[src/dap_pkg.sv]
// Types and constants shared by the DNS answer frame parser.
// No dependencies; imported by every module of the block.
package dap_pkg;

  localparam int unsigned CFG_IDX_W  = 2;
  localparam int unsigned CFG_DATA_W = 8;

  localparam logic [CFG_IDX_W-1:0] CFG_EXPECTED_TID     = 2'd0;
  localparam logic [CFG_IDX_W-1:0] CFG_CLIENT_PORT_HIGH = 2'd1;

  localparam logic [7:0] CLIENT_PORT_HIGH_RST = 8'hE0;

  // Frame checks
  localparam int unsigned MIN_FRAME     = 70;
  localparam logic [7:0]  DNS_PORT_LO   = 8'd53;
  localparam logic [7:0]  FLAGS_MASK    = 8'h8F;
  localparam logic [7:0]  FLAGS_RESP_OK = 8'h80;
  localparam logic [7:0]  NAME_PTR_MASK = 8'hC0;
  localparam logic [7:0]  IPV4_LEN_LO   = 8'd4;

  // Header byte positions, bytes before the UDP payload start
  localparam int unsigned SRC_PORT_LO_BACK = 7;
  localparam int unsigned DST_PORT_HI_BACK = 6;
  localparam int unsigned DST_PORT_LO_BACK = 5;
  // Positions relative to the UDP payload start
  localparam int unsigned DNS_ID_LO_OFS = 1;
  localparam int unsigned DNS_FLAGS_OFS = 3;
  localparam int unsigned DNS_HDR_LEN   = 12;
  // Positions relative to the end of the answer name
  localparam int unsigned PTR_NAME_LEN  = 2;
  localparam int unsigned RDLEN_LO_OFS  = 9;
  localparam int unsigned ADDR_FIRST    = 10;
  localparam int unsigned ADDR_LAST     = 13;
  // Name scan stops this many bytes before the frame end
  localparam int unsigned SCAN_MARGIN   = 7;

  typedef enum logic [2:0] {
    PH_HEADER,
    PH_NAME,
    PH_SCAN,
    PH_LEN,
    PH_ADDR,
    PH_DONE
  } dap_phase_e;

  typedef enum logic [1:0] {
    ST_IGNORED   = 2'd0,
    ST_ANSWER    = 2'd1,
    ST_BAD_FLAGS = 2'd2,
    ST_NOT_IPV4  = 2'd3
  } dap_status_e;

  typedef enum logic [1:0] {
    ERR_NONE     = 2'd0,
    ERR_FLAGS    = 2'd1,
    ERR_NOT_IPV4 = 2'd2
  } dap_err_e;

  typedef struct packed {
    logic [7:0]  rx_byte;
    logic [10:0] frame_len;
    logic        last_byte;
  } dap_in_t;

  typedef struct packed {
    dap_status_e status;
    logic [31:0] answer_ip;
    logic        have_answer;
    dap_err_e    error_code;
  } dap_out_t;

  typedef struct packed {
    logic [7:0] expected_tid;
    logic [7:0] client_port_high;
    logic       clear_sticky;
  } dap_cfg_t;

endpackage

[src/dap_in_reg.sv]
// Input register of the DNS answer frame parser.
// Holds one byte transfer until the parser consumes it; uses dap_pkg.
module dap_in_reg import dap_pkg::*; (
  input  logic    clk_i,
  input  logic    rst_ni,
  input  logic    in_valid_i,
  output logic    in_stall_o,
  input  dap_in_t in_data_i,
  input  logic    advance_i,
  output logic    valid_o,
  output dap_in_t data_o
);

  logic    valid_q;
  dap_in_t data_q;

  assign in_stall_o = valid_q && !advance_i;

  always_ff @(posedge clk_i or negedge rst_ni) begin
    if (!rst_ni) begin
      valid_q <= 1'b0;
    end else if (in_valid_i && !in_stall_o) begin
      valid_q <= 1'b1;
    end else if (advance_i) begin
      valid_q <= 1'b0;
    end
  end

  always_ff @(posedge clk_i) begin
    if (in_valid_i && !in_stall_o) begin
      data_q <= in_data_i;
    end
  end

  assign valid_o = valid_q;
  assign data_o  = data_q;

endmodule

[src/dap_parser.sv]
// Per-byte parse state of the DNS answer frame parser: header checks,
// answer name skip, length check, address capture and sticky flags. Uses dap_pkg.
module dap_parser import dap_pkg::*; #(
  parameter int unsigned DATA_OFFSET = 42,
  parameter int unsigned LEN_BITS    = 11
) (
  input  logic     clk_i,
  input  logic     rst_ni,
  input  logic     fire_i,
  input  dap_in_t  item_i,
  input  dap_cfg_t cfg_i,
  output logic     res_valid_o,
  output dap_out_t res_o
);

  // Wide enough for any frame position plus the largest answer offset
  localparam int unsigned PW = ((LEN_BITS > 9) ? LEN_BITS : 9) + 2;
  localparam logic [PW-1:0] OFS = PW'(DATA_OFFSET);
  localparam logic [LEN_BITS-1:0] POS_MAX = '1;

  logic [LEN_BITS-1:0] pos_q, pos_d, len_q, len_d, len_in;
  logic [PW-1:0]       ans_q, ans_d, rec_q, rec_d;
  dap_phase_e          phase_q, phase_d;
  dap_status_e         verdict_q, verdict_d;
  logic [31:0]         ip_shift_q, ip_shift_d, ip_held_q, ip_held_d;
  logic                sticky_ans_q, sticky_ans_d;
  dap_err_e            sticky_err_q, sticky_err_d;

  logic [LEN_BITS+10:0] len_ext;
  logic [PW-1:0]        pos_w, len_w, b_w;
  logic [7:0]           b;
  dap_status_e          status;

  assign len_ext = {{LEN_BITS{1'b0}}, item_i.frame_len};
  assign len_in  = len_ext[LEN_BITS-1:0];

  always_comb begin
    b      = item_i.rx_byte;
    b_w    = PW'(b);
    len_d  = (pos_q == '0) ? len_in : len_q;
    pos_w  = PW'(pos_q);
    len_w  = PW'(len_d);

    pos_d        = (pos_q != POS_MAX) ? pos_q + 1'b1 : pos_q;
    ans_d        = ans_q;
    rec_d        = rec_q;
    phase_d      = phase_q;
    verdict_d    = verdict_q;
    ip_shift_d   = ip_shift_q;
    ip_held_d    = ip_held_q;
    sticky_ans_d = sticky_ans_q;
    sticky_err_d = sticky_err_q;
    status       = ST_IGNORED;

    // Short frame, or a byte at or past the frame end, drops the frame
    if (phase_q != PH_DONE && (len_w < PW'(MIN_FRAME) || pos_w >= len_w)) begin
      phase_d   = PH_DONE;
      verdict_d = ST_IGNORED;
    end

    unique case (phase_d)
      PH_HEADER: begin
        if (pos_w == OFS - PW'(SRC_PORT_LO_BACK)) begin
          if (b != DNS_PORT_LO) begin
            phase_d   = PH_DONE;
            verdict_d = ST_IGNORED;
          end
        end else if (pos_w == OFS - PW'(DST_PORT_HI_BACK)) begin
          if (b != cfg_i.client_port_high) begin
            phase_d   = PH_DONE;
            verdict_d = ST_IGNORED;
          end
        end else if (pos_w == OFS - PW'(DST_PORT_LO_BACK)) begin
          if (b != cfg_i.expected_tid) begin
            phase_d   = PH_DONE;
            verdict_d = ST_IGNORED;
          end
        end else if (pos_w == OFS) begin
          // query length sits in the ID high byte
          ans_d = OFS + PW'(DNS_HDR_LEN) + b_w;
        end else if (pos_w == OFS + PW'(DNS_ID_LO_OFS)) begin
          if (b != cfg_i.expected_tid) begin
            phase_d   = PH_DONE;
            verdict_d = ST_IGNORED;
          end
        end else if (pos_w == OFS + PW'(DNS_FLAGS_OFS)) begin
          if ((b & FLAGS_MASK) != FLAGS_RESP_OK) begin
            phase_d   = PH_DONE;
            verdict_d = ST_BAD_FLAGS;
          end else begin
            phase_d = PH_NAME;
          end
        end
      end
      PH_NAME: begin
        if (pos_w == ans_q) begin
          if ((b & NAME_PTR_MASK) != '0) begin
            rec_d   = ans_q + PW'(PTR_NAME_LEN);
            phase_d = PH_LEN;
          end else if (ans_q + PW'(SCAN_MARGIN) >= len_w) begin
            rec_d   = ans_q;
            phase_d = PH_LEN;
          end else begin
            phase_d = PH_SCAN;
          end
        end
      end
      PH_SCAN: begin
        if (b == '0) begin
          rec_d   = pos_w + 1'b1;
          phase_d = PH_LEN;
        end else if (pos_w + PW'(SCAN_MARGIN) >= len_w) begin
          rec_d   = pos_w;
          phase_d = PH_LEN;
        end
      end
      PH_LEN: begin
        if (pos_w == rec_q + PW'(RDLEN_LO_OFS)) begin
          if (b != IPV4_LEN_LO) begin
            phase_d   = PH_DONE;
            verdict_d = ST_NOT_IPV4;
          end else begin
            phase_d = PH_ADDR;
          end
        end
      end
      PH_ADDR: begin
        if (pos_w >= rec_q + PW'(ADDR_FIRST)) begin
          ip_shift_d = {ip_shift_q[23:0], b};
          if (pos_w == rec_q + PW'(ADDR_LAST)) begin
            phase_d   = PH_DONE;
            verdict_d = ST_ANSWER;
          end
        end
      end
      PH_DONE: ;
      default: ;
    endcase

    if (item_i.last_byte) begin
      status = (phase_d == PH_DONE) ? verdict_d : ST_IGNORED;
      case (status)
        ST_ANSWER: begin
          ip_held_d    = ip_shift_d;
          sticky_ans_d = 1'b1;
        end
        ST_BAD_FLAGS: sticky_err_d = ERR_FLAGS;
        ST_NOT_IPV4:  sticky_err_d = ERR_NOT_IPV4;
        default: ;
      endcase
      pos_d      = '0;
      phase_d    = PH_HEADER;
      verdict_d  = ST_IGNORED;
      ip_shift_d = '0;
    end
  end

  always_ff @(posedge clk_i or negedge rst_ni) begin
    if (!rst_ni) begin
      pos_q      <= '0;
      len_q      <= '0;
      ans_q      <= '0;
      rec_q      <= '0;
      phase_q    <= PH_HEADER;
      verdict_q  <= ST_IGNORED;
      ip_shift_q <= '0;
      ip_held_q  <= '0;
    end else if (fire_i) begin
      pos_q      <= pos_d;
      len_q      <= len_d;
      ans_q      <= ans_d;
      rec_q      <= rec_d;
      phase_q    <= phase_d;
      verdict_q  <= verdict_d;
      ip_shift_q <= ip_shift_d;
      ip_held_q  <= ip_held_d;
    end
  end

  always_ff @(posedge clk_i or negedge rst_ni) begin
    if (!rst_ni) begin
      sticky_ans_q <= 1'b0;
      sticky_err_q <= ERR_NONE;
    end else if (cfg_i.clear_sticky) begin
      sticky_ans_q <= 1'b0;
      sticky_err_q <= ERR_NONE;
    end else if (fire_i) begin
      sticky_ans_q <= sticky_ans_d;
      sticky_err_q <= sticky_err_d;
    end
  end

  assign res_valid_o       = fire_i && item_i.last_byte;
  assign res_o.status      = status;
  assign res_o.answer_ip   = ip_held_d;
  assign res_o.have_answer = sticky_ans_d;
  assign res_o.error_code  = sticky_err_d;

endmodule

[src/dap_out_reg.sv]
// Result register of the DNS answer frame parser.
// Holds one status transfer until the sink takes it; uses dap_pkg.
module dap_out_reg import dap_pkg::*; (
  input  logic     clk_i,
  input  logic     rst_ni,
  input  logic     load_i,
  input  dap_out_t res_i,
  output logic     out_valid_o,
  input  logic     out_stall_i,
  output dap_out_t out_data_o
);

  logic     valid_q;
  dap_out_t data_q;

  always_ff @(posedge clk_i or negedge rst_ni) begin
    if (!rst_ni) begin
      valid_q <= 1'b0;
    end else if (load_i) begin
      valid_q <= 1'b1;
    end else if (!out_stall_i) begin
      valid_q <= 1'b0;
    end
  end

  always_ff @(posedge clk_i) begin
    if (load_i) begin
      data_q <= res_i;
    end
  end

  assign out_valid_o = valid_q;
  assign out_data_o  = data_q;

endmodule

[src/dns_answer_frame_parser.sv]
// DNS answer frame parser, top level: configuration registers and the
// input register / parser / result register chain. Uses dap_pkg and the dap_* modules.
//
// Takes a received Ethernet frame one byte per transfer and gives one status
// transfer at the frame's last byte: ignored, answer found (with the IPv4
// address), bad response flags, or a non-IPv4 answer length, together with the
// sticky answer flag and sticky error. One byte is taken every clock cycle while
// the input does not stall; the single pass of compares and the position counter
// between the input register and the result register sets that figure. A status
// is loaded into the result register when the last byte leaves the input
// register. The input stalls only while a finished status is held by the sink and
// another last byte is waiting. Writing expected_tid clears the sticky flags;
// write the registers only between frames.
module dns_answer_frame_parser import dap_pkg::*; #(
  parameter int unsigned DATA_OFFSET = 42,
  parameter int unsigned LEN_BITS    = 11
) (
  input  logic                  clk_i,
  input  logic                  rst_ni,
  input  logic                  in_valid_i,
  output logic                  in_stall_o,
  input  dap_in_t               in_data_i,
  output logic                  out_valid_o,
  input  logic                  out_stall_i,
  output dap_out_t              out_data_o,
  input  logic                  cfg_we_i,
  input  logic [CFG_IDX_W-1:0]  cfg_idx_i,
  input  logic [CFG_DATA_W-1:0] cfg_data_i
);

  logic [7:0] tid_q, port_hi_q;
  dap_cfg_t   cfg;
  logic       item_valid, advance, res_valid;
  dap_in_t    item;
  dap_out_t   res;

  always_ff @(posedge clk_i or negedge rst_ni) begin
    if (!rst_ni) begin
      tid_q     <= '0;
      port_hi_q <= CLIENT_PORT_HIGH_RST;
    end else if (cfg_we_i) begin
      unique case (cfg_idx_i)
        CFG_EXPECTED_TID:     tid_q     <= cfg_data_i;
        CFG_CLIENT_PORT_HIGH: port_hi_q <= cfg_data_i;
        default: ;
      endcase
    end
  end

  assign cfg.expected_tid     = tid_q;
  assign cfg.client_port_high = port_hi_q;
  assign cfg.clear_sticky     = cfg_we_i && (cfg_idx_i == CFG_EXPECTED_TID);

  // Non-final bytes never need the result register
  assign advance = item_valid && (!item.last_byte || !out_valid_o || !out_stall_i);

  dap_in_reg u_in_reg (
    .clk_i      (clk_i),
    .rst_ni     (rst_ni),
    .in_valid_i (in_valid_i),
    .in_stall_o (in_stall_o),
    .in_data_i  (in_data_i),
    .advance_i  (advance),
    .valid_o    (item_valid),
    .data_o     (item)
  );

  dap_parser #(
    .DATA_OFFSET (DATA_OFFSET),
    .LEN_BITS    (LEN_BITS)
  ) u_parser (
    .clk_i       (clk_i),
    .rst_ni      (rst_ni),
    .fire_i      (advance),
    .item_i      (item),
    .cfg_i       (cfg),
    .res_valid_o (res_valid),
    .res_o       (res)
  );

  dap_out_reg u_out_reg (
    .clk_i       (clk_i),
    .rst_ni      (rst_ni),
    .load_i      (res_valid),
    .res_i       (res),
    .out_valid_o (out_valid_o),
    .out_stall_i (out_stall_i),
    .out_data_o  (out_data_o)
  );

endmodule

[config.mk]
export PLATFORM = sky130hd
export DESIGN_NAME = dns_answer_frame_parser
export DESIGN_NICKNAME = d
export VERILOG_FILES = /design/src/dap_pkg.sv /design/src/dap_in_reg.sv /design/src/dap_parser.sv /design/src/dap_out_reg.sv /design/src/dns_answer_frame_parser.sv
export SDC_FILE = /design/constraint.sdc
export NUM_CORES = 1
export LEC_CHECK = 0
export ABC_AREA = 1
export CAP_MARGIN = 20
export CORE_ASPECT_RATIO = 0.7
export CORE_MARGIN = 2
export CORE_UTILIZATION = 43
export DETAILED_ROUTE_END_ITERATION = 8
export DONT_BUFFER_PORTS = 1
export GPL_TIMING_DRIVEN = 1
export SETUP_SLACK_MARGIN = 0.2
export SYNTH_ARGS = -nofsm -noshare
export SYNTH_HDL_FRONTEND = slang
export SYNTH_SLANG_ARGS = --single-unit
[constraint.sdc]
create_clock -name clk_i -period 9 [get_ports clk_i]
set_input_delay 0 -clock clk_i [delete_from_list [all_inputs] [get_ports clk_i]]
set_output_delay 0 -clock clk_i [all_outputs]
set_load 0.02 [all_outputs]
==> results.cfg <==
[final_layout]
nNetsFinal = 1575
insertedDiodeCount = 0
design_area_um2 = 13200
area_growth_pct = 10.1
layout_commonest_cell = nand2_1
drive_gt1_frac = 0.0872
final_cell_mix = nand2_1, inv_1, dfrtp_1

[power_and_ir_drop]
leakage_uw = 0.00626
peakVddDrop_uv = 150
power.density_nw_per_um2 = 172

[floorplan]
die_x_um = 203
io_pins = 74
core-area_um2 = 27600
rows = 51
chipHeight_um = 144
start_util = 0.434
dieArea_um2 = 29200

[sta]
slew_headroom = 0.417
setup_viol = 0
fin_crit_sh = 0.608
slew_violations = 0
worst_pin_slew_ns = 0.865
fin_crit_ns = 5.47
fmax_ghz = 0.183
rsz0062_at_grt = false
finalHoldViolCount = 0
clock_skew_ns = 0.0179
setup_tns_ns = 0

[synth]
yosys_warnings = 0
synth_cell_types = 56
syn-instance-count = 1479
yosys.area.top_type = dfrtp_1
synth_edf_count = 57
syn_nets = 1565
synth.avg_cell_area_um2 = 8.09
ys_ff_latch = 190
netlist_top_cells_area = dfrtp_1, edfxtp_1, nand2_1
syn-cell-area_um2 = 12000
ys_async_sr_fraction = 0.700
synth-seq-area-share = 0.422
synth-main-ff-cell = dfrtp_1
synth_top_area_frac = 0.272

[critical_path]
critPathRequiredTime_ns = 9.38
r2r_slack_ns = 3.53
cp_max_fo = 66
timing.rr.end = u_parser.ip_held_q[1]
cp.arrival_ns = 5.85
r2r_cells = 29
cp-end-kind = register
cpPeakStageDelay_ns = 0.73
crit_path_start_kind = register
critPathKind = reg2reg
worst_path_most_repeated_cell = nand2_1
reg2reg_from = u_parser.pos_q[0]
slowest_stage = nor2_4

[detailed_routing]
final_antenna_net_count = 0
drtIter0Drc = 967
drt_first_pass_iters = 5
wire_per_inst_um = 17.6
vias = 9818
routed_via_density = 5.24
wirelength_um = 33000
drcViolationCount = 0

[clock_network]
cts_buffers = 17
tritoncts = done
post_cts_buffers = 0
path_clk_slew_ns = 0.07
clock_latency_ns = 0.45
post_cts_resize_count = 0
clk_path_buf_depth = 2
clockRootBuffer = clkbuf_16
cts_sinks = 190
htreeDepth = 4
hold_buffers = 34

[global_route]
grt_util_all_layers = 0.235
grt_pass1_vias = 9368
antenna_found_initial = 0
grt_overflow = 0
grt_max_degree = 134
grt_pass1_wl_um = 53000

[placed_design]
place_congestion = 1.00
hpwl_um = 23400
numPortBuffers = 0
placed_area_um2 = 12200

[min_path]
hold_path.startpoint = cfg_we_i
hold_class = in2reg
hold_end = u_parser.sticky_err_q[0]
min_path_cells = 5

[status]
status = finished, final reports clean

[run]
max-cap-violations = 0
==> synthesized netlist by cell type, types with 4 or more instances <==
master,number
o21ai_1,14
xor2_1,52
inv_2,4
o31ai_1,6
nand4_1,26
nor3_1,17
buf_6,14
ha_1,51
o22ai_1,42
clkbuf_1,23
nand3b_1,6
inv_1,199
clkinv_1,5
nand2_2,13
a211oi_1,8
o21ai_0,71
nor4_1,9
o21a_1,33
edfxtp_1,57
o21ai_2,27
buf_2,14
nor2_4,9
xnor2_1,18
or2_2,11
nand3_1,47
nand2_1,408
dfrtp_1,130
a21oi_1,37
o211ai_1,8
nor2_1,80
nand2_4,4
==> cells by family (layout without fill, tap and decap cells) <==
kind of cell,count (synthesis),after routing,synth area share
xor+xnor,70,70,0.0513
mux,1,1,0.000942
fa+ha+maj,51,51,0.0534
simple gates,645,645,0.243
compound gates,260,260,0.137
buf+inv,262,285,0.0931
flops,190,190,0.422
==> how the worst max path moves through the flow <==
stage / startpoint / endpoint / slack (ns) / depth (start not counted)
2_1_floorplan: u_parser.pos_q[0] / u_out_reg.out_data_o[26] / 5.22 / 29
3_3_place_gp: u_parser.pos_q[0] / u_parser.ip_held_q[31] / 3.78 / 29
3_5_place_dp: u_parser.pos_q[0] / u_parser.ip_held_q[3] / 3.56 / 29
4_1_cts: u_parser.pos_q[0] / u_parser.ip_held_q[3] / 3.53 / 29
5_1_grt: u_parser.pos_q[0] / u_parser.ip_held_q[29] / 3.03 / 29
6_report: u_parser.pos_q[0] / u_parser.ip_held_q[1] / 3.53 / 29
==> sequential cells by signal (all words and copies together) (netlist names) <==
| name | flops |
|---|---|
| u_out_reg.out_data_o | 37 |
| u_in_reg.valid_o | 1 |
| u_parser.verdict_q | 2 |
| u_parser.phase_q | 3 |
| port_hi_q | 8 |
| u_parser.len_q | 11 |
| u_out_reg.out_valid_o | 1 |
| u_parser.sticky_ans_q | 1 |
| u_parser.rec_q | 12 |
| u_in_reg.data_o | 20 |
| u_parser.sticky_err_q | 2 |
| u_parser.ans_q | 9 |
| u_parser.pos_q | 11 |
| u_parser.ip_held_q | 32 |
| u_parser.ip_shift_q | 32 |
| tid_q | 8 |
==> worst max-delay path, delay by kind of cell (launching register included) <==
kind	cells	cell delay [ns]
flops	1	0.48
fa+ha+maj	2	0.64
buf+inv	3	0.82
simple gates	22	3.19
compound gates	2	0.23
==> layout make-up <==
class	count	area, µm²
fillers	2729	14400
flip-flops and latches	190	5040
clock buffers	19	433
well taps	371	464
inverters	209	787
clock inverters	13	175
multi-input cells	1027	5810
repair buffers	44	448
==> stage by stage <==
stage / std cells / total power (µW) / setup slack (ns) / utilization / hold WS [ns]
floorplan: 1479 / 1310 / 5.22 / - / -0.296
global placement: 1805 / 1420 / 3.78 / 0.441 / -0.286
detailed placement: 1805 / 1430 / 3.56 / 0.441 / -0.279
CTS: 1871 / 2270 / 3.53 / 0.476 / 0.00202
global route: 1873 / 2370 / 3.03 / 0.477 / 0.0950
finish: 1873 / 2260 / 3.53 / 0.477 / 0.0438
==> layer usage <==
layer,wire length [µm],global-route usage,part of all wire
met1,17400,0.374,0.53
met2,12800,0.316,0.39
met3,2370,0.0499,0.072
met4,431,0.0569,0.013
met5,0,0,0
==> power by group <==
group	leakage [µW]	internal [µW]	total [µW]	switching, µW
Clock	0.000301	446	809	363
Sequential	0.00230	941	992	51.4
Combinational	0.00366	153	457	303
Total	0.00626	1540	2260	718
Note: power is estimated with default switching activity, not from simulation.
